$ cat config.mk
export PLATFORM = sky130hd
export DESIGN_NAME = crc_queue
export DESIGN_NICKNAME = d
export VERILOG_FILES = /design/src/design/crc_pkg.sv /design/src/design/crc_queue.sv
export SDC_FILE = /design/constraint.sdc
export NUM_CORES = 1
export LEC_CHECK = 0
export CORE_UTILIZATION = 55
export DETAILED_ROUTE_END_ITERATION = 8
export DONT_BUFFER_PORTS = 1
export GPL_TIMING_DRIVEN = 1
export PLACE_DENSITY = 0.72
export SYNTH_ARGS = -nofsm -noshare
export SYNTH_HDL_FRONTEND = slang
export SYNTH_SLANG_ARGS = --single-unit
export TNS_END_PERCENT = 100
$ cat constraint.sdc
create_clock -name clk -period 8.2 [get_ports clk]
set_clock_uncertainty 0.05 [all_clocks]
set_input_delay 0.41 -clock clk [delete_from_list [all_inputs] [get_ports clk]]
set_output_delay 0.41 -clock clk [all_outputs]
set_load 0.1 [all_outputs]
$ cat src/design/crc_pkg.sv
// Shared types and constants for the circle raster canvas.
`default_nettype none

package crc_pkg;

    localparam int MAX_SIDE_DEF  = 256;
    localparam int FRAC_BITS_DEF = 8;
    localparam int FIELD_W       = 20;
    localparam int CHAR_W        = 8;
    localparam int POS_IN_W      = 8;
    localparam int SQ_W          = 2 * FIELD_W;
    localparam int QUEUE_DEPTH   = 2;
    localparam int APB_ADDR_W    = 4;
    localparam int APB_DATA_W    = 32;
    localparam int SIDE_RESET    = 256;
    localparam logic [CHAR_W-1:0] BG_RESET = 8'd32;

    typedef enum logic [1:0] {
        OP_CLEAR   = 2'd0,
        OP_OUTLINE = 2'd1,
        OP_FILLED  = 2'd2,
        OP_READ    = 2'd3
    } crc_op_t;

    typedef enum logic [1:0] {
        STATUS_OK      = 2'd0,
        STATUS_REFUSED = 2'd1,
        STATUS_OUTSIDE = 2'd2
    } crc_status_t;

    typedef enum logic [1:0] {
        REG_WIDTH      = 2'd0,
        REG_HEIGHT     = 2'd1,
        REG_BACKGROUND = 2'd2
    } crc_reg_t;

    typedef struct packed {
        crc_op_t                    op;
        logic signed [FIELD_W-1:0]  center_x;
        logic signed [FIELD_W-1:0]  center_y;
        logic signed [FIELD_W-1:0]  radius;
        logic [CHAR_W-1:0]          paint_char;
        logic [POS_IN_W-1:0]        read_row;
        logic [POS_IN_W-1:0]        read_col;
    } crc_in_t;

    typedef struct packed {
        logic [1:0]         status;
        logic [CHAR_W-1:0]  pixel_char;
    } crc_out_t;

    // classified command handed from the front to the back
    typedef struct packed {
        crc_op_t                    op;
        logic signed [FIELD_W-1:0]  center_x;
        logic signed [FIELD_W-1:0]  center_y;
        logic signed [FIELD_W-1:0]  radius;
        logic [CHAR_W-1:0]          paint_char;
        logic [POS_IN_W-1:0]        read_row;
        logic [POS_IN_W-1:0]        read_col;
        logic                       radius_bad;
        logic                       has_inner;
        logic                       outside;
    } crc_cmd_t;

endpackage

`default_nettype wire

$ cat src/design/crc_queue.sv
// Short command queue between front and back.
`default_nettype none

module crc_queue
    import crc_pkg::*;
(
    input  wire logic     clk,
    input  wire logic     rst_n,
    input  wire logic     push_valid,
    output logic          push_ready,
    input  wire crc_cmd_t push_data,
    output logic          pop_valid,
    input  wire logic     pop_ready,
    output crc_cmd_t      pop_data
);

    localparam int PTR_W = (QUEUE_DEPTH > 1) ? $clog2(QUEUE_DEPTH) : 1;
    localparam int CNT_W = $clog2(QUEUE_DEPTH + 1);

    crc_cmd_t         entry_reg [QUEUE_DEPTH];
    logic [PTR_W-1:0] wr_ptr_reg;
    logic [PTR_W-1:0] rd_ptr_reg;
    logic [CNT_W-1:0] count_reg;
    logic [CNT_W-1:0] count_next;
    logic             push;
    logic             pop;

    assign push_ready = count_reg != CNT_W'(QUEUE_DEPTH);
    assign pop_valid  = count_reg != '0;
    assign pop_data   = entry_reg[rd_ptr_reg];
    assign push       = push_valid && push_ready;
    assign pop        = pop_valid && pop_ready;

    function automatic logic [PTR_W-1:0] ptr_inc(input logic [PTR_W-1:0] p);
        return (p == PTR_W'(QUEUE_DEPTH - 1)) ? '0 : p + PTR_W'(1);
    endfunction

    always_comb
    begin
        count_next = count_reg;
        if (push && !pop)
        begin
            count_next = count_reg + CNT_W'(1);
        end
        else if (pop && !push)
        begin
            count_next = count_reg - CNT_W'(1);
        end
    end

    always_ff @(posedge clk or negedge rst_n)
    begin
        if (!rst_n)
        begin
            wr_ptr_reg <= '0;
            rd_ptr_reg <= '0;
            count_reg  <= '0;
        end
        else
        begin
            count_reg <= count_next;
            if (push)
            begin
                wr_ptr_reg <= ptr_inc(wr_ptr_reg);
            end
            if (pop)
            begin
                rd_ptr_reg <= ptr_inc(rd_ptr_reg);
            end
        end
    end

    always_ff @(posedge clk)
    begin
        if (push)
        begin
            entry_reg[wr_ptr_reg] <= push_data;
        end
    end

endmodule

`default_nettype wire

### Word level (Yosys, flattened, before mapping)

Memory sizes are Yosys's and may differ from the RTL's.
Index checks and enable logic that the tools add are counted.

* reduce and logical (&&, ||, !) cells: 8
* equality and inequality tests: 1
* $add $sub $neg: 4
* muxes and demuxes: 6

Operator list (count)
* $logic_and 1x1->1: 4
* $mux 1: 4
* $mux 2: 2
* $reduce_bool 2->1: 2
* $add 1x1->1 const B: 2
* $add 2x1->2 const B: 1
* $logic_not 1->1: 2
* $ne 2x2->1 const B: 1
* $sub 2x1->2 const B: 1

* logic and storage cells: 23
* output and inout port bits: 91
* register bits: 4
* input port bits: 93
* memories: 1
* bits in writable memories: 178

Memories
* entry_reg: words 2, width 89, read ports 1, clocked after memory_dff 0, write ports 1, RTL line crc_queue.sv:20 `crc_cmd_t entry_reg [QUEUE_DEPTH];`

### Longest topological paths before layout

Gate-level depths: netlist (run 1).

* word-level depth: 6
* mapped depth: 7
* mapped depth without buffers: 7

### Least setup slack after synthesis (run 1)

Ideal clock, no wire load.

* kind: register to register
* start point: reg count_reg[0]
* end point: mem entry_reg[0][0] in the netlist's numbering, enable pin
* required time: 7.612 ns
* path buffers: 0
* arrival: 5.200 ns
* period minus slack after synthesis: 5.788 ns
* setup time: 0.538 ns
* setup slack: 2.412 ns
* cell stages (with the launch flop): 4
* cells stage by stage: dfrtp_1 nand2b_1 nand2_1 nor2_1

* longest elaborated chain between the ends: 4

Ends and longest elaborated chain
* from (decl): RTL line crc_queue.sv:23 `logic [CNT_W-1:0] count_reg;`
* from (signal assigned): RTL line crc_queue.sv:61 `count_reg <= count_next;`
* $ne 2x2->1: RTL line crc_queue.sv:28 `assign push_ready = count_reg != CNT_W'(QUEUE_DEPTH);`
* net push_ready: RTL line crc_queue.sv:10 `output logic push_ready,`
* $logic_and 1x1->1: RTL line crc_queue.sv:31 `assign push = push_valid && push_ready;`
* $mux 1: RTL line crc_queue.sv:75 `if (push)`
* $mux 1 (implied by the code): RTL line crc_queue.sv:77 `entry_reg[wr_ptr_reg] <= push_data;`
* to (decl): RTL line crc_queue.sv:20

The timed path passes the listed nets, and every way through them passes these cells.

### Final worst setup path (run 1)

* start point: reg count_reg[0]
* end point: mem entry_reg[0][27] in the netlist's numbering, enable pin

The elaborated chain is that of the path after synthesis.

==> impl_metrics.py, run 1 <==
metrics = {
    "yosys": {
        "synth.avg_cell_area_sq_um": 24.0,
        "synth_area_sq_um": 7070,
        "syn_nets": 389,
        "yosysTopAreaCell": "edfxtp_1",
        "synth_top_cells_by_area": "edfxtp_1, mux2_4, buf_12",
        "yosys_warnings": 0,
        "ys_seq_elements": 182,
        "synth_top_area_share": 0.756,
        "yosysSeqAreaShare": 0.771,
        "syn-instance-count": 295,
        "yosysUniqueCellTypes": 14,
    },
    "sta": {
        "final-setup-viol-count": 0,
        "layout_min_cycle_time_ns": 3.40,
        "fmax_ghz": 0.294,
        "rsz0062_at_grt": "no",
        "period_share": 0.414,
        "slew_violations": 0,
        "slew_headroom": 0.288,
        "worst_slew_pin_slew_ns": 1.07,
        "fin_setup_tns_ns": 0,
        "hold_viol": 0,
    },
    "clock_network": {
        "htree_levels": 4,
        "hold_buffers": 1,
        "cts-resized-gates": 0,
        "root_buffer": "clkbuf_16",
        "clock_path_buffers": 2,
        "clkTransAtPathRegs_ns": 0.06,
        "cts-buffers-inserted": 17,
        "cts_tree": "yes",
        "cts_setup_buffers": 0,
        "clock_latency_ns": 0.41,
        "clkSinkCount": 182,
    },
    "detailed_routing": {
        "drt_pass1_iterations": 4,
        "vias": 2625,
        "drt-initial-drc-count": 207,
        "vias_per_cell": 5.32,
        "wl_per_cell_um": 21.8,
        "ant_nets": 0,
        "drc": 0,
        "wirelength_mm": 10.7,
    },
    "critical_path": {
        "cp-start-kind": "flop",
        "cp_cell_sequence": "nand2b_1 -> nand2_1 -> nor2_4 -> buf_4",
        "rrSetupSlack_ns": 4.80,
        "slowest_delay_ns": 0.85,
        "timing.critical_path.buf_inv": 1,
        "critPathMaxFanout": 71,
        "cpLargestDelayFamily": "simple AND/OR/NAND/NOR gates",
        "crit_path_end_kind": "flop",
        "worstSetupPathType": "flop to flop",
        "cp_data_required_time_ns": 8.18,
        "cp.arrival_ns": 3.38,
        "crit_path_top_delay_cell": "nand2b_1",
    },
    "final_layout": {
        "mostFrequentLayoutCell": "edfxtp_1",
        "nets": 402,
        "antenna_cells": 0,
        "design_area_sq_um": 7780,
        "area_growth_pct": 10.1,
        "layout-drive-gt1-share": 0.393,
        "largest_reg_flops": 178,
        "final_cell_mix": "edfxtp_1, mux2_4, clkbuf_16",
    },
    "floorplan": {
        "die_area_sq_um": 13300,
        "die_h_um": 115,
        "std_cell_rows": 41,
        "fp.dieW_um": 115,
        "design.core.area_sq_um": 12600,
        "io_pins": 184,
        "start_util": 0.562,
    },
    "grt": {
        "grt_max_degree": 72,
        "grt_overflow": 0,
        "grt_pass1_wl_mm": 14.9,
        "antenna_found_initial": 0,
        "grt_usage": 0.161,
        "grt_pass1_vias": 2659,
    },
    "placed_design": {
        "dpl_cell_area_sq_um": 7130,
        "port_buffers": 0,
        "hpwlAfterDp_mm": 6.69,
        "gp_congestion": 0.692,
    },
    "outcome": {
        "outcome": "completed",
    },
    "hold_path": {
        "hp-class": "input port to flop",
    },
    "job": {
        "cap_violations": 0,
    },
}
[synth_stat cells]
cell and number:
edfxtp_1 178, mux2_4 89, buf_12 9, dfrtp_1 4
xnor2_1 3, nand2_1 2, nor2_1 2, xor2_1 2
and3_1 1, buf_6 1, ha_1 1, inv_1 1
nand2b_1 1, or2_1 1
[layer usage]
metal,track usage,vias to the layer above,wire (um)
li1,-,1188,-
met1,0.168,1306,3790
met2,0.277,118,5800
met3,0.0675,13,946
met4,0.0848,0,182
met5,0,-,0
[cell families after synthesis]
group	share of synthesized area
DFF	0.771
muxes	0.189
buffers and inverters	0.0276
and+or+nand+nor	0.00478
xor gates and xnor gates	0.00620
adders and majority gates	0.00177
[area by class of cell]
type	count	area [sq um]
clock buffer	21	470
clock inverter	11	171
tap	172	215
sequential	182	5450
inverter	1	3.75
multi-input combinational	102	1440
timing repair buffer	4	32.5
fill	852	4790
[stage by stage]
step           setup slack [ns]  instances  hold WS (ns)   util
2_1_floorplan              2.41        295        0.0644      -
3_3_place_gp               4.84        460        0.0645  0.567
3_5_place_dp               4.76        460        0.0645  0.567
4_1_cts                    4.75        493        0.0185  0.619
5_1_grt                    4.61        493        0.0154  0.619
6_report                   4.80        493        0.0403  0.619
[path summary, 6_finish.rpt]
path                       cells after the start           from                to
setup / recovery                               4   count_reg[0]  entry_reg[0][27]
hold / removal                                 0  push_data[24]  entry_reg[0][24]
setup reg to reg                               4   count_reg[0]  entry_reg[0][27]
hold reg to reg                                1   count_reg[1]      count_reg[1]
max in group asynchronous                      1          rst_n        rd_ptr_reg
min in group asynchronous                      1          rst_n      count_reg[0]
Power of run 1 is not shown: default switching activity piles up to over one toggle a cycle in this logic, so the estimate is an artifact.
==> run 2, diff against run 1 <==
--- a/config.mk
+++ b/config.mk
@@ -5,6 +5,7 @@
 export SDC_FILE = /design/constraint.sdc
 export NUM_CORES = 1
 export LEC_CHECK = 0
+export ABC_AREA = 1
 export CORE_UTILIZATION = 55
 export DETAILED_ROUTE_END_ITERATION = 8
 export DONT_BUFFER_PORTS = 1
==> constraint.sdc (replaced) <==
create_clock -name clk -period 3.3 [get_ports clk]
set_clock_uncertainty 0.05 [all_clocks]
set_input_delay 0.165 -clock clk [delete_from_list [all_inputs] [get_ports clk]]
set_output_delay 0.165 -clock clk [all_outputs]
set_load 0.1 [all_outputs]
==> run 2 against run 1 <==
Net effect:
- wire length increased by 19%
- utilization increased by 9.5 points
- via count increased by 55%
- sequential cell count unchanged
- count of clock-buffer cells in the layout decreased by 3
- sequential share of layout area decreased by 6.5 points
- critical path depth decreased by 1
- worst hold slack improved by 0.025 ns
- largest cell class unchanged
- highest routed layer unchanged
==> impl_metrics.py, run 2 <==
metrics = {
    "critical_path": {
        "cpMostUsedCell": "nand2_1",
        "slowest_delay_ns": 0.71,
        "cp_data_required_time_ns": 3.08,
        "cpLargestDelayFamily": "simple AND/OR/NAND/NOR gates",
        "reg2reg_from": "count_reg[0]",
        "crit_path_end_kind": "output port",
        "cp.arrival_ns": 2.49,
        "crit_start": "rd_ptr_reg",
        "worstSetupPathType": "flop to output port",
        "cp_cell_sequence": "buf_4 -> nand2_1 -> nand2_1",
        "crit_path_top_delay_cell": "nand2_1",
        "timing.critical_path.buf_inv": 1,
        "cp-start-kind": "flop",
        "critPathMaxFanout": 48,
    },
    "placed_design": {
        "port_buffers": 0,
        "gp_congestion": 0.747,
        "hpwlAfterDp_mm": 7.17,
    },
    "final_layout": {
        "antenna_cells": 0,
        "final_cell_mix": "nand2_1, edfxtp_1, dlygate4sd3_1",
        "nets": 723,
        "mostFrequentLayoutCell": "nand2_1",
        "area_growth_pct": 27.1,
        "nFillCells": 747,
        "largest_reg_flops": 178,
        "layout-drive-gt1-share": 0.121,
    },
    "detailed_routing": {
        "drt_pass1_iterations": 4,
        "wl_per_cell_um": 16.2,
        "wirelength_mm": 12.8,
        "drc": 0,
        "ant_nets": 0,
        "vias": 4071,
        "drt-initial-drc-count": 329,
        "vias_per_cell": 5.16,
    },
    "grt": {
        "grt_overflow": 0,
        "antenna_found_initial": 0,
        "grt_pass1_vias": 4084,
        "grt_pass1_wl_mm": 20.0,
        "grt_usage": 0.212,
        "grt_max_degree": 91,
    },
    "yosys": {
        "yosysTopAreaCell": "edfxtp_1",
        "syn-instance-count": 493,
        "yosysUniqueCellTypes": 13,
        "syn_nets": 587,
        "synth_top_area_share": 0.792,
        "synth_edf_count": 178,
        "yosysSeqAreaShare": 0.806,
        "yosys_most_used_dff": "edfxtp_1",
        "synth_area_sq_um": 6750,
        "synth_top_cells_by_area": "edfxtp_1, nand2_1, buf_6",
        "synth_commonest_cells": "nand2_1, edfxtp_1, buf_6",
        "synth.avg_cell_area_sq_um": 13.7,
        "ys_seq_elements": 182,
        "yosys_warnings": 0,
        "async_flop_share": 0.0220,
        "yosysMostFrequentCell": "nand2_1",
    },
    "clock_network": {
        "clock_latency_ns": 0.42,
        "clkSinkCount": 182,
        "clkTransAtPathRegs_ns": 0.07,
        "htree_levels": 4,
        "clock_path_buffers": 2,
        "cts_tree": "yes",
        "cts_setup_buffers": 0,
        "root_buffer": "clkbuf_16",
        "cts-buffers-inserted": 17,
    },
    "floorplan": {
        "design.core.area_sq_um": 12000,
        "die_h_um": 113,
        "fp.dieW_um": 113,
        "std_cell_rows": 40,
        "die_area_sq_um": 12700,
        "io_pins": 184,
        "start_util": 0.562,
    },
    "sta": {
        "layout_min_cycle_time_ns": 2.70,
        "hold_viol": 0,
        "period_share": 0.819,
        "whs_ns": 0.0651,
        "fmax_ghz": 0.370,
        "slew_headroom": 0.381,
        "worst_slew_pin_slew_ns": 0.926,
        "final-setup-viol-count": 0,
        "rsz0062_at_grt": "no",
        "slew_violations": 0,
    },
    "job": {
        "cap_violations": 0,
    },
    "outcome": {
        "outcome": "completed",
    },
    "hold_path": {
        "worstHoldStart": "push_valid",
        "hp-class": "input port to flop",
    },
}
## run 2: worst paths after layout
kind,end,slack [ns],depth (start not counted)
setup / recovery,pop_data[11],0.60,3
hold / removal,wr_ptr_reg,0.07,2
setup reg to reg,entry_reg[0][12],1.00,6
hold reg to reg,count_reg[0],0.47,1
max in group asynchronous,rd_ptr_reg,2.42,2
min in group asynchronous,rd_ptr_reg,0.53,2
## run 2: cell families (layout without fill, tap and decap cells)
logic type,count (synthesis),in the layout,share of synthesized area
AND/OR/NAND/NOR,282,282,0.157
adder cells (fa/ha/maj),1,1,0.00185
flip-flops,182,182,0.806
buffers and inverters,26,175,0.0317
XOR/XNOR,2,2,0.00259
## run 2: layer usage
layer	GRT usage	up-vias	routed length [um]	share of wire
met5	0	-	0	0
met4	0.105	0	287	0.022
met3	0.0739	29	1090	0.085
met2	0.354	174	6430	0.50
met1	0.246	1935	4960	0.39
li1	-	1933	-	-
## run 2: repair_timing
item | 4_1_cts | 5_1_grt
endpoints found under the hold margin | 183 | 0
hold buffers | 92 | 0
gates resized for setup | 0 | 0
## run 2: per-stage QoR
stage	setup slack, ns	TNS [ns]	utilization	std cells	cell area, sq um
final	0.597	0	0.715	789	8580
after global routing	0.449	0	0.715	789	8580
after CTS	0.533	0	0.715	789	8580
after detailed placement	1.00	0	0.592	665	7110
after global placement	1.06	0	0.592	665	7110
after floorplan	-0.936	-166.52	-	493	6760
## run 2: cell type report
type | instances | area, sq um | area share
repair buffers | 136 | 1250 | 0.146
flip-flops and latches | 182 | 5450 | 0.635
clock inverters | 14 | 128 | 0.0149
inverters | 7 | 33.8 | 0.00394
clock buffers | 18 | 429 | 0.0500
multi-input cells | 285 | 1110 | 0.129
well taps | 147 | 184 | 0.0214
Power of run 2 is left out for the same reason.
==> run 3, diff against run 2 <==
--- a/config.mk
+++ b/config.mk
@@ -10,7 +10,7 @@
 export DETAILED_ROUTE_END_ITERATION = 8
 export DONT_BUFFER_PORTS = 1
 export GPL_TIMING_DRIVEN = 1
-export PLACE_DENSITY = 0.72
+export PLACE_DENSITY = 0.75
 export SYNTH_ARGS = -nofsm -noshare
 export SYNTH_HDL_FRONTEND = slang
 export SYNTH_SLANG_ARGS = --single-unit
==> constraint.sdc (replaced) <==
create_clock -name clk -period 2.2 [get_ports clk]
set_clock_uncertainty 0.05 [all_clocks]
set_input_delay 0.11 -clock clk [delete_from_list [all_inputs] [get_ports clk]]
set_output_delay 0.11 -clock clk [all_outputs]
set_load 0.1 [all_outputs]
==> run 3 against run 2 <==
Net effect:
- die area stayed put
- wire length is 31% higher
- setup slack worse by 0.48 ns
- sequential cell count stayed put
- via count is 11% higher
- count of clock-buffer cells in the layout is 1 lower
- worst hold slack better by 0.23 ns
- sequential share of layout area is 10 points lower
- critical path depth is 1 higher
- utilization is 14 points higher
- global-route usage is 5.9 points higher
- critical path type unchanged
- largest cell class unchanged
==> impl_metrics.py, run 3 (synthesis gave the netlist of run 2 again) <==
metrics = {
    "outcome": {
        "outcome": "completed",
    },
    "final_layout": {
        "register_area_sq_um": 5450,
        "nFillCells": 507,
        "layout-drive-gt1-share": 0.194,
        "mostFrequentLayoutCell": "nand2_1",
        "area_growth_pct": 51.5,
        "multiInputGateArea_sq_um": 1140,
        "final_cell_mix": "nand2_1, edfxtp_1, dlygate4sd3_1",
        "largest_reg_flops": 178,
        "nets": 777,
        "finalNonFillerCells": 845,
    },
    "sta": {
        "rsz0062_at_grt": "no",
        "slew_headroom": 0.706,
        "period_share": 0.945,
        "fmax_ghz": 0.481,
        "worst_slew_pin_slew_ns": 0.441,
        "slew_violations": 0,
        "layout_min_cycle_time_ns": 2.08,
        "hold_viol": 0,
        "final-setup-viol-count": 0,
    },
    "grt": {
        "grt_pass1_vias": 4727,
        "antenna_found_initial": 2,
        "grt_usage": 0.271,
        "grt_max_degree": 91,
        "grt_pass1_wl_mm": 24.9,
        "grt_overflow": 0,
    },
    "detailed_routing": {
        "wirelength_mm": 16.7,
        "drc": 0,
        "ant_nets": 0,
        "vias": 4511,
        "vias_per_cell": 5.34,
        "wl_per_cell_um": 19.7,
        "drt-initial-drc-count": 304,
        "drt_pass1_iterations": 5,
    },
    "clock_network": {
        "cts_tree": "yes",
        "clock_latency_ns": 0.42,
        "cts-buffers-inserted": 17,
        "clkSinkCount": 182,
        "clock_path_buffers": 2,
        "htree_levels": 4,
        "root_buffer": "clkbuf_16",
        "clkTransAtPathRegs_ns": 0.07,
    },
    "critical_path": {
        "cp-start-kind": "flop",
        "worstSetupPathType": "flop to output port",
        "crit_path_end_kind": "output port",
        "critPathMaxFanout": 43,
        "rrSetupSlack_ns": 0.38,
        "r2r_cells": 9,
        "reg2reg_from": "count_reg[0]",
        "cp_data_required_time_ns": 2.04,
        "reg2reg_to": "count_reg[1]",
        "cp.arrival_ns": 1.92,
    },
    "hold_path": {
        "hp-class": "input port to flop",
        "hold_depth": 1,
        "worstHoldStart": "push_data[22]",
        "hold_end": "entry_reg[0][22]",
    },
    "placed_design": {
        "port_buffers": 0,
        "gp_congestion": 0.788,
        "place_inst": 717,
        "hpwlAfterDp_mm": 8.74,
    },
    "floorplan": {
        "design.core.area_sq_um": 12000,
        "die_h_um": 113,
        "std_cell_rows": 40,
        "fp.dieW_um": 113,
        "start_util": 0.562,
        "io_pins": 184,
        "die_area_sq_um": 12700,
    },
    "job": {
        "cap_violations": 0,
    },
}
## run 3: how the worst max path moves through the flow
stage / start / endpoint / slack [ns] / cells after the start
global route: rd_ptr_reg / pop_data[2] / 0.06 / 4
floorplan: count_reg[0] / entry_reg[0][0] / -0.33 / 4
CTS: rd_ptr_reg / pop_data[85] / 0.06 / 4
detailed placement: count_reg[0] / entry_reg[0][22] / 0.45 / 5
global placement: rd_ptr_reg / pop_data[60] / 0.47 / 4
finish: rd_ptr_reg / pop_data[85] / 0.12 / 4
## run 3: what timing repair did
item / 4_1_cts / 5_1_grt
endpoints found under the setup margin: 7 / 3
endpoints found under the hold margin: 185 / 0
gates resized for setup: 2 / 1
buffers inserted: 0 / 1
hold buffers: 93 / 0
pin swaps: 0 / 0
## run 3: through the flow
stage               hold WS (ns)  setup slack (ns)  TNS, ns  area (sq um)   util
detailed placement        -0.236             0.450        0          8670  0.722
CTS                        0.267            0.0575        0         10200  0.850
global placement          -0.236             0.466        0          8670  0.722
global route               0.276            0.0600        0         10200  0.852
floorplan                 -0.236            -0.327   -56.38          6800      -
finish                     0.292             0.122        0         10200  0.852
## run 3: layer usage
layer | up-vias | GRT usage | routed length [um]
li1 | 2046 | - | -
met1 | 2204 | 0.290 | 5710
met2 | 223 | 0.492 | 9150
met3 | 38 | 0.0814 | 1350
met4 | 0 | 0.125 | 459
met5 | - | 0 | 0
## run 3: area by class of cell
cell class,instances,area share
antenna,2,0.000489
inverter,7,0.00416
tap,147,0.0180
clock buffer,17,0.0416
multi-input combinational,285,0.112
clock inverter,15,0.0174
sequential,182,0.533
timing repair buffer,190,0.274
## run 3: worst max-delay path, stage by stage, from the launching register on
cell,delay [ns]
dfrtp_4,0.62
buf_6,0.37
nand2_1,0.14
nand2_1,0.15
buf_12,0.19
Power of run 3 is left out for the same reason.
