==> src/design/crc_pkg.sv <==
// Shared types and constants for the circle raster canvas.
`default_nettype none

package crc_pkg;

    localparam int MAX_SIDE_DEF  = 256;
    localparam int FRAC_BITS_DEF = 8;
    localparam int FIELD_W       = 20;
    localparam int CHAR_W        = 8;
    localparam int POS_IN_W      = 8;
    localparam int SQ_W          = 2 * FIELD_W;
    localparam int QUEUE_DEPTH   = 2;
    localparam int APB_ADDR_W    = 4;
    localparam int APB_DATA_W    = 32;
    localparam int SIDE_RESET    = 256;
    localparam logic [CHAR_W-1:0] BG_RESET = 8'd32;

    typedef enum logic [1:0] {
        OP_CLEAR   = 2'd0,
        OP_OUTLINE = 2'd1,
        OP_FILLED  = 2'd2,
        OP_READ    = 2'd3
    } crc_op_t;

    typedef enum logic [1:0] {
        STATUS_OK      = 2'd0,
        STATUS_REFUSED = 2'd1,
        STATUS_OUTSIDE = 2'd2
    } crc_status_t;

    typedef enum logic [1:0] {
        REG_WIDTH      = 2'd0,
        REG_HEIGHT     = 2'd1,
        REG_BACKGROUND = 2'd2
    } crc_reg_t;

    typedef struct packed {
        crc_op_t                    op;
        logic signed [FIELD_W-1:0]  center_x;
        logic signed [FIELD_W-1:0]  center_y;
        logic signed [FIELD_W-1:0]  radius;
        logic [CHAR_W-1:0]          paint_char;
        logic [POS_IN_W-1:0]        read_row;
        logic [POS_IN_W-1:0]        read_col;
    } crc_in_t;

    typedef struct packed {
        logic [1:0]         status;
        logic [CHAR_W-1:0]  pixel_char;
    } crc_out_t;

    // classified command handed from the front to the back
    typedef struct packed {
        crc_op_t                    op;
        logic signed [FIELD_W-1:0]  center_x;
        logic signed [FIELD_W-1:0]  center_y;
        logic signed [FIELD_W-1:0]  radius;
        logic [CHAR_W-1:0]          paint_char;
        logic [POS_IN_W-1:0]        read_row;
        logic [POS_IN_W-1:0]        read_col;
        logic                       radius_bad;
        logic                       has_inner;
        logic                       outside;
    } crc_cmd_t;

endpackage

`default_nettype wire

==> src/design/crc_front.sv <==
// Front end: accepts command transactions and classifies them.
`default_nettype none

module crc_front
    import crc_pkg::*;
#(
    parameter int MAX_SIDE  = MAX_SIDE_DEF,
    parameter int FRAC_BITS = FRAC_BITS_DEF,
    localparam int SIDE_W   = $clog2(MAX_SIDE + 1)
) (
    input  wire logic              clk,
    input  wire logic              rst_n,
    input  wire logic [SIDE_W-1:0] width,
    input  wire logic [SIDE_W-1:0] height,
    input  wire logic              cmd_valid,
    output logic                   cmd_ready,
    input  wire crc_in_t           cmd,
    output logic                   out_valid,
    input  wire logic              out_ready,
    output crc_cmd_t               out_cmd
);

    localparam int CW = (SIDE_W > POS_IN_W) ? SIDE_W : POS_IN_W;
    localparam logic signed [FIELD_W+1:0] ONE_FX = (FIELD_W + 2)'(1) << FRAC_BITS;

    logic     valid_reg;
    crc_cmd_t cmd_reg;
    crc_cmd_t cls;
    logic     accept;

    always_comb
    begin
        cls.op         = cmd.op;
        cls.center_x   = cmd.center_x;
        cls.center_y   = cmd.center_y;
        cls.radius     = cmd.radius;
        cls.paint_char = cmd.paint_char;
        cls.read_row   = cmd.read_row;
        cls.read_col   = cmd.read_col;
        cls.radius_bad = cmd.radius[FIELD_W-1] || (cmd.radius == '0);
        cls.has_inner  = (FIELD_W + 2)'(cmd.radius) >= ONE_FX;
        cls.outside    = (CW'(cmd.read_row) >= CW'(height)) ||
                         (CW'(cmd.read_col) >= CW'(width));
    end

    assign cmd_ready = !valid_reg || out_ready;
    assign accept    = cmd_valid && cmd_ready;
    assign out_valid = valid_reg;
    assign out_cmd   = cmd_reg;

    always_ff @(posedge clk or negedge rst_n)
    begin
        if (!rst_n)
        begin
            valid_reg <= 1'b0;
        end
        else if (accept)
        begin
            valid_reg <= 1'b1;
        end
        else if (out_ready)
        begin
            valid_reg <= 1'b0;
        end
    end

    always_ff @(posedge clk)
    begin
        if (accept)
        begin
            cmd_reg <= cls;
        end
    end

endmodule

`default_nettype wire

==> config.mk <==
export PLATFORM = sky130hd
export DESIGN_NAME = crc_front
export DESIGN_NICKNAME = d
export VERILOG_FILES = /design/src/design/crc_pkg.sv /design/src/design/crc_front.sv
export SDC_FILE = /design/constraint.sdc
export NUM_CORES = 1
export LEC_CHECK = 0
export BUFFER_PORTS_ARGS = -buffer_cell sky130_fd_sc_hd__buf_2
export CORE_MARGIN = 2
export CORE_UTILIZATION = 37
export CTS_CLUSTER_DIAMETER = 30
export DETAILED_ROUTE_END_ITERATION = 10
export PLACE_DENSITY_LB_ADDON = 0.3
export RECOVER_POWER = 100
export SLEW_MARGIN = 5
export SYNTH_ARGS = -nofsm -noshare
export SYNTH_HDL_FRONTEND = slang
export SYNTH_SLANG_ARGS = --single-unit
==> constraint.sdc <==
create_clock -name clk -period 4 [get_ports clk]
set_clock_uncertainty 0.2 [all_clocks]
set_input_delay 0.4 -clock clk [delete_from_list [all_inputs] [get_ports clk]]
set_output_delay 0.4 -clock clk [all_outputs]
set_load 0.02 [all_outputs]
* Word-level counts from Yosys, hierarchy flattened
Index checks and enable logic that the tools add are counted.
Word-level totals: bits in registers 90, ROM bits 0, output and inout port bits 91, memories kept 0, bits in writable memories 0, latch bits 0, word-level logic and storage cells 23
Cells by class: shift operators 0, multipliers 0, divide/modulo/power cells 0, bitwise operators 0, mux-type cells 2, equal/unequal tests 0, magnitude comparators 3, reduce and logical (&&, ||, !) cells 7, $add $sub $neg 0
Operators with widths (count):
- $ge A20 B10 Y1 const B | 1
- $logic_not A20 Y1 | 1
- $ge A8 B9 Y1 | 2
- $logic_or A1 B1 Y1 | 3
- $mux W1 | 2
- $reduce_bool A2 Y1 | 1
- $logic_and A1 B1 Y1 | 1
- $logic_not A1 Y1 | 1

* Longest topological paths before layout
Gate-level depths: netlist of run 1.
depth in word-level cells 4, gate-level depth with buffers 6

* Least setup slack after synthesis of run 1
Ideal clock, no wire load.
kind register to register, start point reg valid_reg (netlist: out_valid), end point reg cmd_reg (netlist bit out_cmd[0]) (enable), arrival time 2.811 ns, library setup time 0.457 ns, slack 0.531 ns, cell stages (with the launch flop) 3, cell sequence dfrtp_1 -> nand2b_1 -> and2_1
On the way: longest elaborated chain between the ends 3
RTL lines:
- from (decl) | RTL line crc_front.sv:26 | logic valid_reg;
- from (signal assigned) | RTL line crc_front.sv:55 | valid_reg <= 1'b0;
- from (signal assigned) | RTL line crc_front.sv:59 | valid_reg <= 1'b1;
- from (signal assigned) | RTL line crc_front.sv:63 | valid_reg <= 1'b0;
- $logic_not A1 Y1 | RTL line crc_front.sv:46 | assign cmd_ready = !valid_reg || out_ready;
- $logic_or A1 B1 Y1 | RTL line crc_front.sv:46
- via cmd_ready | RTL line crc_front.sv:16 | output logic cmd_ready,
- $logic_and A1 B1 Y1 | RTL line crc_front.sv:47 | assign accept = cmd_valid && cmd_ready;
- via accept | RTL line crc_front.sv:29 | logic accept;
- to (signal assigned) | RTL line crc_front.sv:71 | cmd_reg <= cls;
- to (decl) | RTL line crc_front.sv:27 | crc_cmd_t cmd_reg;
The timed path passes the listed nets, and every way through them passes these cells. A chain may end at the register's enable or synchronous reset.

* Worst setup path in the final report of run 1
start point reg valid_reg (netlist: out_valid), end point reg cmd_reg (netlist bit out_cmd[25]) (enable)
On the way: longest elaborated chain between the ends 3
RTL lines (RTL line):
- $logic_not A1 Y1 | crc_front.sv:46
- $logic_or A1 B1 Y1 | crc_front.sv:46
- $logic_and A1 B1 Y1 | crc_front.sv:47
- via accept | crc_front.sv:29
The timed path passes the listed nets, and every way through them passes these cells.

==> results of run 1 <==
## cell usage after synthesis
cell	count	area [um2]
a31oi_1	1	6.260
edfxtp_1	89	2673
dfrtp_1	1	25.02
nor4_1	5	31.28
nor2_1	1	3.750
a31o_1	1	8.760
ha_1	16	200.2
a211oi_1	1	7.510
and3_1	1	6.260
nand2_1	2	7.510
nand3_1	2	10.01
nand2b_1	2	12.51
a21oi_1	6	30.03
o21ai_0	2	10.01
o211ai_1	1	7.510
and2_1	1	6.260
inv_1	16	60.06
nand4b_1	1	8.760
and4b_1	1	10.01
nor2b_1	2	12.51
a21o_1	2	15.01
nand4_1	1	6.260
## through the flow
stage,cells,util (%),power [mW],hold slack (ps)
floorplan,155,-,1.250,-95.59
global placement,458,51.86,1.360,-24.83
detailed placement,458,51.86,1.366,-22.75
CTS,484,55.62,2.021,0.9105
global route,497,55.41,2.074,0.08865
finish,497,55.41,1.995,19.19
## critical path, stage by stage (launching register included)
cell and delay, ps:
dfrtp_1 400, nand2b_1 120, and2_2 1500
## power by group through the flow
stage	Sequential, mW	Combinational (mW)	Clock (mW)
2_1_floorplan	1.20	0.0458	0
3_3_place_gp	1.13	0.228	0
3_5_place_dp	1.13	0.233	0
4_1_cts	1.11	0.241	0.667
5_1_grt	1.12	0.253	0.701
6_report	1.11	0.231	0.650
## layout by cell type, fill, tap and decap left out, types with 2 or more instances in the layout
cell type,netlist,final
a21o_1,2,2
inv_1,16,16
ha_1,16,16
clkbuf_1,0,117
dlygate4sd3_1,0,23
nand2b_1,2,2
inv_6,0,2
nand2_1,2,2
nand3_1,2,2
a21oi_1,6,6
edfxtp_1,89,89
clkbuf_8,0,10
o21ai_0,2,2
nor2b_1,2,2
buf_2,0,81
nor4_1,5,5
## routing by layer
metal	wire, um	global-route usage, %
met1	2942	16.11
met2	3436	22.16
met3	925	7.448
met4	102	4.930
met5	0	0
## state kept, by name (all words and copies together) (netlist names)
register   flops
out_cmd       89
out_valid      1
## kinds of logic (layout without fill, tap and decap cells)
logic type	count (synthesis)	count (layout)	synth area share, %
and+or+nand+nor	19	19	3.645
buffers and inverters	16	253	1.902
DFF	90	90	85.42
AOI/OAI and AO/OA	14	14	2.694
adders and majority gates	16	16	6.339
## what timing repair did
item | 4_1_cts | 5_1_grt
hold buffers | 10 | 13
endpoints found under the hold margin | 10 | 13
gates resized for setup | 0 | 0
## layout make-up
type | count | area (um2)
fillers | 743 | 3682
flip-flops and latches | 90 | 2698
repair buffers | 221 | 1075
multi-input cells | 49 | 401.6
clock buffers | 10 | 137.6
well taps | 105 | 131.4
clock inverters | 6 | 72.57
inverters | 16 | 60.06
## worst max path at each step
stage	from	to	cells past startpoint
after detailed placement	out_ready	out_cmd[3]$_DFFE_PP_	3
after CTS	out_valid$_DFFE_PN0P_	out_cmd[25]$_DFFE_PP_	2
after floorplan	out_valid$_DFFE_PN0P_	out_cmd[0]$_DFFE_PP_	2
final	out_valid$_DFFE_PN0P_	out_cmd[25]$_DFFE_PP_	2
after global placement	out_ready	out_cmd[3]$_DFFE_PP_	3
after global routing	out_valid$_DFFE_PN0P_	out_cmd[58]$_DFFE_PP_	2
==> flow_summary.json, run 1 <==
{
  "cts.repair_timing.setup_buffer_count": 0,
  "violations": "max-capacitance violations, max-slew violations",
  "cts_made_buffers": 9,
  "antennaDiodeCount": 0,
  "p_sw_mw": 0.4949,
  "cts.reportedPaths.clkPinSlew_ps": 100,
  "clkPwrFrac_pct": 32.6,
  "r2r_end": "out_cmd[25]$_DFFE_PP_",
  "tritoncts_clock_tree": "built",
  "dpl_cell_area_mm2": 0.004283,
  "final_critical_path_setup_slack_ps": 1339,
  "cts_root_buf": "clkbuf_8",
  "syn-instance-count": 155,
  "ctsLongestPathBuffers": 2,
  "die_w_um": 96.39,
  "synth_seq_cells": 90,
  "post_synth_instance_area_mm2": 0.003158,
  "combPwrFrac_pct": 11.6,
  "synthesis.yosys.warnings": 0,
  "route.detailed.drc": 0,
  "regToRegSetupSlack_ps": 1340,
  "drt-wirelength-per-cell_um": 14.90,
  "layout_worst_path_cycle_share_pct": 66.52,
  "gp_routability_congestion": 0.7620,
  "timing.critical_path.required_ps": 3730,
  "power.sequential.fraction_pct": 55.9,
  "first_pass_grt_wire_length_um": 9390,
  "track_usage_pct": 13.94,
  "layout.cell_area.non_filler_mm2": 0.004576,
  "cts.sinks": 90,
  "criticalPathCategory": "reg -> reg",
  "starting_density_of_the_core_pct": 38.24,
  "hold_path_depth": 1,
  "initial_antenna_violation_count": 0,
  "grt_overflow": 0,
  "seq_total_area_yosys_pct": 85.42,
  "design.core.area_mm2": 0.008258,
  "tightestPinTransition_ps": 1972,
  "insertion_delay_ps": 350,
  "layout-drive-gt1-share_pct": 25.00,
  "status": "complete, but fails checks",
  "cell_internal_pwr_mw": 1.500,
  "worstHoldPathType": "in -> reg",
  "arrival_ps": 2390,
  "hold_path.startpoint": "cmd[65]",
  "rr_startpoint": "out_valid$_DFFE_PN0P_",
  "synth_nets": 279,
  "finalHoldViolCount": 0,
  "synth.lib_cells_used.distinct": 22,
  "holdPathEnd": "out_cmd[68]$_DFFE_PP_",
  "cap_violations": 1,
  "worst-r2r-cell-count": 2,
  "detailroute.via_count": 2177,
  "finalMaxSlewViolations": 90,
  "initialDrtViolationCount": 45,
  "final_net_count": 511,
  "syn_area_per_cell_um2": 20.37,
  "fmax_ghz": 0.3758,
  "grt_start_max_net_pins": 90,
  "timing.critical_path.to_type": "flop",
  "setup_viol": 0,
  "switching_share_of_power_pct": 24.81,
  "timing.critical_path.from_type": "flop",
  "dieHeight_um": 96.39,
  "die-area_mm2": 0.009290,
  "crit_fanout": 89,
  "slew-limit-headroom_pct": -31.45,
  "row_count": 33,
  "static_leakage_power_nw": 1.801,
  "dp.final_hpwl_um": 5390,
  "grt_pass1_vias": 1935,
  "fin_crit_ps": 2661,
  "area_growth_pct": 44.89,
  "detail_route.vias_per_cell": 4.380,
  "first_pass_iters": 4,
  "totalWireLength_um": 7406,
  "antenna_violating_nets_post_route": 0,
  "finalSetupTns_ps": 0,
  "ioPinCount": 199,
  "power.density_mw_per_mm2": 436.0,
  "vdd_drop_max_v": 0.0002738,
  "placement.setup.worst_slack_ps": 1821,
  "htree_num_levels": 3,
  "setup_repair_after_global_routing_missed_its_margin": "false",
  "placement.io_buffers": 198
}
Power figures use the tool's default switching activity.
==> run 2: changes to the inputs <==
- ABC_AREA: not set -> 1
- clock period: 4 -> 2.4 ns (I/O delays scaled with it)
==> run 2 against run 1 <==
The flow now finishes without violations. Via count is 21% higher. Final cell count is 23% higher. Critical path depth is 3 higher. Register-to-register slack worse by 750 ps. Power is 74% higher. Setup slack worse by 890 ps. Critical path type is now in -> reg. Critical endpoint is now out_cmd[0]$_DFFE_PP_. Largest power group unchanged.
==> flow_summary.json, run 2 <==
{
  "tritoncts_clock_tree": "built",
  "timing.critical_path.required_ps": 2190,
  "track_usage_pct": 18.18,
  "cts_root_buf": "clkbuf_8",
  "synth_seq_cells": 90,
  "power.density_mw_per_mm2": 640.8,
  "criticalPathCategory": "in -> reg",
  "fin_crit_ps": 1955,
  "setup_viol": 0,
  "cts.reportedPaths.clkPinSlew_ps": 90,
  "final_net_count": 624,
  "initialDrtViolationCount": 74,
  "layout.cell_area.non_filler_mm2": 0.005415,
  "final_critical_path_setup_slack_ps": 445.4,
  "synth_nets": 324,
  "route.detailed.drc": 0,
  "row_count": 34,
  "synth_enable_flop_cells": 89,
  "syn-instance-count": 200,
  "ctsLongestPathBuffers": 2,
  "series_of_cell_instances_along_the_critical_path": "dlygate4sd3_1, buf_2, inv_1, a21oi_4, buf_6",
  "starting_density_of_the_core_pct": 38.11,
  "syn_area_per_cell_um2": 16.53,
  "arrival_ps": 1740,
  "setup_repair_after_global_routing_missed_its_margin": "false",
  "fmax_ghz": 0.5116,
  "timing.critical_path.to_type": "flop",
  "worstHoldPathType": "in -> reg",
  "status": "finished clean",
  "synth.top_cells.by_count": "edfxtp_1 (89), inv_1 (33), nand2_1 (28), ha_1 (16), nor2_1 (16)",
  "synthesis.yosys.warnings": 0,
  "dp.final_hpwl_um": 5682,
  "totalWireLength_um": 8865,
  "placement.io_buffers": 198,
  "commonest_cells_after_routing_fill_and_taps_aside": "clkbuf_1 (122), dlygate4sd3_1 (90), edfxtp_1 (89), buf_2 (76), inv_1 (33)",
  "post_synth_instance_area_mm2": 0.003307,
  "leading_cell_type_in_the_layout_fill_and_taps_excluded": "clkbuf_1",
  "layout-drive-gt1-share_pct": 19.80,
  "finalMaxSlewViolations": 0,
  "cts_made_buffers": 9,
  "grt_pass1_vias": 2767,
  "yosys_most_used_dff": "edfxtp_1",
  "drt-wirelength-per-cell_um": 14.46,
  "dieHeight_um": 98.54,
  "cap_violations": 0,
  "ys_top_cells_by_area": "edfxtp_1 (81%), ha_1 (6.1%), inv_1 (3.7%), nand2_1 (3.2%), nor2_1 (1.8%)",
  "tightestPinTransition_ps": 803.4,
  "async_flop_share_pct": 1.111,
  "ioPinCount": 199,
  "die_w_um": 98.54,
  "synth.lib_cells_used.distinct": 14,
  "cts.sinks": 90,
  "largest_register_ffs": 89,
  "cts.repair_timing.setup_buffer_count": 0,
  "vdd_drop_max_v": 0.0003288,
  "worst_path_max_delay_cell": "buf_6",
  "seq_total_area_yosys_pct": 81.57,
  "slew-limit-headroom_pct": 46.44,
  "timing.critical_path.from_type": "input port",
  "die-area_mm2": 0.009710,
  "detailroute.via_count": 2625,
  "first_pass_grt_wire_length_um": 13550,
  "insertion_delay_ps": 350,
  "yosys.cell_count.top_type": "edfxtp_1",
  "initial_antenna_violation_count": 0,
  "antennaDiodeCount": 0,
  "layout_worst_path_cycle_share_pct": 81.44,
  "cp_slowest_stage_delay_ps": 600,
  "static_leakage_power_nw": 2.210,
  "dpl_cell_area_mm2": 0.004466,
  "netlist.area_leader.share_pct": 80.82,
  "grt_start_max_net_pins": 90,
  "htree_num_levels": 3,
  "gp_routability_congestion": 0.7565,
  "first_pass_iters": 4,
  "area_growth_pct": 63.75,
  "antenna_violating_nets_post_route": 0,
  "finalHoldViolCount": 0,
  "design.core.area_mm2": 0.008678,
  "placement.setup.worst_slack_ps": 829.6,
  "grt_overflow": 0,
  "area_leader_netlist": "edfxtp_1",
  "crit_fanout": 89,
  "detail_route.vias_per_cell": 4.282
}
## run 2: cell type report
type	instances	area, um2
Clock buffer	9	123.9
Clock inverter	7	97.59
Fill cell	748	3263
Inverter	33	123.9
Multi-Input combinational cell	77	485.5
Sequential cell	90	2699
Tap cell	108	135.1
Timing Repair Buffer	289	1750
## run 2: cell families (layout without fill, tap and decap cells)
logic type | after synthesis | count (layout) | share of synthesized area (%)
buf+inv | 33 | 338 | 3.746
simple gates | 51 | 51 | 6.621
flops | 90 | 90 | 81.57
fa+ha+maj | 16 | 16 | 6.054
compound gates | 10 | 10 | 2.005
## run 2: power breakdown
| group | internal (mW) | switching [mW] | total, mW |
|---|---|---|---|
| logic | 0.217 | 0.283 | 0.500 |
| clock network | 0.515 | 0.598 | 1.11 |
| registers | 1.83 | 0.0244 | 1.86 |
| total | 2.57 | 0.905 | 3.47 |
## run 2: critical path: cells and delay by family
family | cells | cell delay [ps]
buffers and inverters | 4 | 1320
AOI/OAI and AO/OA | 1 | 110
## run 2: worst paths after layout
kind	startpoint	slack, ps	endpoint	cells past startpoint
max	cmd_valid	450	out_cmd[0]$_DFFE_PP_	5
min	height[8]	220	out_cmd[0]$_DFFE_PP_	6
max reg2reg	out_valid$_DFFE_PN0P_	590	out_cmd[0]$_DFFE_PP_	2
min reg2reg	out_valid$_DFFE_PN0P_	820	out_cmd[18]$_DFFE_PP_	2
max in group asynchronous	rst_n	1370	out_valid$_DFFE_PN0P_	3
min in group asynchronous	rst_n	520	out_valid$_DFFE_PN0P_	3
## run 2: layer usage
layer / GRT usage, % / vias up / routed length (um)
li1: - / 1298 / -
met1: 20.49 / 1196 / 3501
met2: 32.91 / 120 / 4547
met3: 5.035 / 11 / 670
met4: 6.639 / 0 / 145
met5: 0 / - / 0
## run 2: repair_timing
| action | in CTS | in global routing |
|---|---|---|
| endpoints found under the hold margin | 90 | 0 |
| hold buffers | 90 | 0 |
| gates resized for setup | 0 | 0 |
## run 2: through the flow
step	hold slack [ps]	total power [mW]	util, %	cells	TNS [ps]
CTS	182.3	3.544	64.39	613	0
finish	219.7	3.470	62.40	613	0
global route	252.0	3.618	62.40	613	0
detailed placement	-182.4	2.306	51.46	507	0
global placement	-183.8	2.295	51.46	507	0
floorplan	-255.6	2.101	-	200	-19230
==> run 3: changes to the inputs <==
- clock period: 2.4 -> 1.9 ns (I/O delays scaled with it)
==> run 3 against run 2 <==
Clock power is 27% higher. Power is 27% higher. Critical path type unchanged. Critical path depth stayed put. Combinational power is 27% higher. Non-clock buffer count is 1 higher. Via count is 0.95% higher. Sequential share of layout area hardly changed. Die area stayed put. Count of clock-buffer cells in the layout stayed put. Worst hold slack worse by 63 ps. Final cell count is 0.16% higher. Wire length is 0.73% lower. Largest power group unchanged.
==> flow_summary.json, run 3 (synthesis gave the netlist of run 2 again) <==
{
  "status": "finished clean",
  "static_leakage_power_nw": 2.216,
  "crit_fanout": 59,
  "regToRegSetupSlack_ps": 200,
  "tightestPinTransition_ps": 528.8,
  "totalWireLength_um": 8800,
  "die-area_mm2": 0.009710,
  "hold_path_depth": 6,
  "initialDrtViolationCount": 73,
  "detailroute.via_count": 2650,
  "layout-drive-gt1-share_pct": 19.57,
  "fin_crit_ps": 1752,
  "cts.sinks": 90,
  "fmax_ghz": 0.5708,
  "cts.repair_timing.setup_buffer_count": 0,
  "first_pass_iters": 4,
  "ctsLongestPathBuffers": 2,
  "cts_hold_repair.buffers": 90,
  "worst-r2r-cell-count": 2,
  "setup_repair_after_global_routing_missed_its_margin": "false",
  "timing.critical_path.to_type": "flop",
  "timing.critical_path.required_ps": 1690,
  "final_net_count": 625,
  "cts.reportedPaths.clkPinSlew_ps": 90,
  "series_of_cell_instances_along_the_critical_path": "dlygate4sd3_1, buf_2, inv_1, a21oi_1, buf_6",
  "antennaDiodeCount": 0,
  "ioPinCount": 199,
  "starting_density_of_the_core_pct": 38.11,
  "post-route-util_pct": 62.44,
  "dp.final_hpwl_um": 5658,
  "area_growth_pct": 63.87,
  "commonest_cells_after_routing_fill_and_taps_aside": "clkbuf_1 (121), dlygate4sd3_1 (90), edfxtp_1 (89), buf_2 (74), inv_1 (33)",
  "track_usage_pct": 17.77,
  "cap_violations": 0,
  "hold_ws_ps": 156.9,
  "placement.setup.worst_slack_ps": 366.2,
  "worstHoldPathType": "in -> reg",
  "htree_num_levels": 3,
  "crit_path_buf_inv_count": 4,
  "placement.io_buffers": 198,
  "vdd_drop_max_v": 0.0004481,
  "rr_startpoint": "out_valid$_DFFE_PN0P_",
  "p_total_mw": 4.390,
  "row_count": 34,
  "num-fill-cells": 742,
  "first_pass_grt_wire_length_um": 13140,
  "slew-limit-headroom_pct": 64.75,
  "finalMaxSlewViolations": 0,
  "cts_root_buf": "clkbuf_8",
  "insertion_delay_ps": 350,
  "power.density_mw_per_mm2": 810.2,
  "initial_antenna_violation_count": 0,
  "design.core.area_mm2": 0.008678,
  "dieHeight_um": 98.54,
  "critical-path-top-delay-family": "buffers and inverters",
  "route.detailed.drc": 0,
  "grt_pass1_vias": 2681,
  "drt-wirelength-per-cell_um": 14.33,
  "dpl_cell_area_mm2": 0.004473,
  "worst_path_max_delay_cell": "dlygate4sd3_1",
  "detail_route.vias_per_cell": 4.316,
  "tritoncts_clock_tree": "built",
  "cp_slowest_stage_delay_ps": 520,
  "finalHoldViolCount": 0,
  "r2r_end": "out_cmd[65]$_DFFE_PP_",
  "timing.critical_path.from_type": "input port",
  "grt_overflow": 0,
  "die_w_um": 98.54,
  "antenna_violating_nets_post_route": 0,
  "leading_cell_type_in_the_layout_fill_and_taps_excluded": "clkbuf_1",
  "setup_viol": 0,
  "criticalPathCategory": "in -> reg",
  "arrival_ps": 1540,
  "holdPathEnd": "out_cmd[0]$_DFFE_PP_",
  "hold_path.startpoint": "height[8]",
  "cts_made_buffers": 9,
  "postCtsResizedCells": 0,
  "grt_start_max_net_pins": 60,
  "gp_routability_congestion": 0.7313,
  "largest_register_ffs": 89,
  "layout_worst_path_cycle_share_pct": 92.20,
  "layout.cell_area.non_filler_mm2": 0.005419,
  "final_critical_path_setup_slack_ps": 148.2
}
## run 3: changes by cell type in the layout (fill, tap and decap cells not counted), sizes merged
| cell | change |
|---|---|
| clkbuf | +1 |
## run 3: final cells by class
class / count / area (um2) / area share (%)
inverters: 33 / 123.9 / 2.286
flip-flops and latches: 90 / 2699 / 49.80
repair buffers: 290 / 1757 / 32.42
well taps: 108 / 135.1 / 2.494
multi-input cells: 77 / 483.0 / 8.912
clock inverters: 7 / 97.59 / 1.801
clock buffers: 9 / 123.9 / 2.286
## run 3: routing by layer
metal	track usage, %	vias up	share of wire, %
li1	-	1301	-
met1	20.64	1203	40
met2	30.25	130	50
met5	0	-	0
met4	8.008	0	2.1
met3	5.603	16	8.2
## run 3: metrics by stage
step                TNS, ps  cells
global placement          0    508
CTS                       0    614
global route              0    614
floorplan            -63730    200
detailed placement        0    508
finish                    0    614
## run 3: how the worst max path moves through the flow
stage	endpoint	depth (start not counted)	start	slack, ps
floorplan	out_cmd[0]$_DFFE_PP_	1	out_valid$_DFFE_PN0P_	-720
detailed placement	out_cmd[64]$_DFFE_PP_	2	out_valid$_DFFE_PN0P_	370
CTS	out_cmd[0]$_DFFE_PP_	9	cmd[14]	240
global route	out_cmd[24]$_DFFE_PP_	5	cmd_valid	100
global placement	out_cmd[82]$_DFFE_PP_	2	out_valid$_DFFE_PN0P_	390
finish	out_cmd[65]$_DFFE_PP_	5	cmd_valid	150
## run 3: worst reg2reg max path, stage by stage, from the launching register on
cell     delay [ps]
dfrtp_2         420
a21oi_1         210
buf_6           460
## run 3: report_power, final
| part | internal [mW] | switching [mW] | total, mW |
|---|---|---|---|
| clock network | 0.651 | 0.761 | 1.41 |
| logic | 0.276 | 0.357 | 0.633 |
| registers | 2.31 | 0.0311 | 2.35 |
| total | 3.24 | 1.15 | 4.39 |
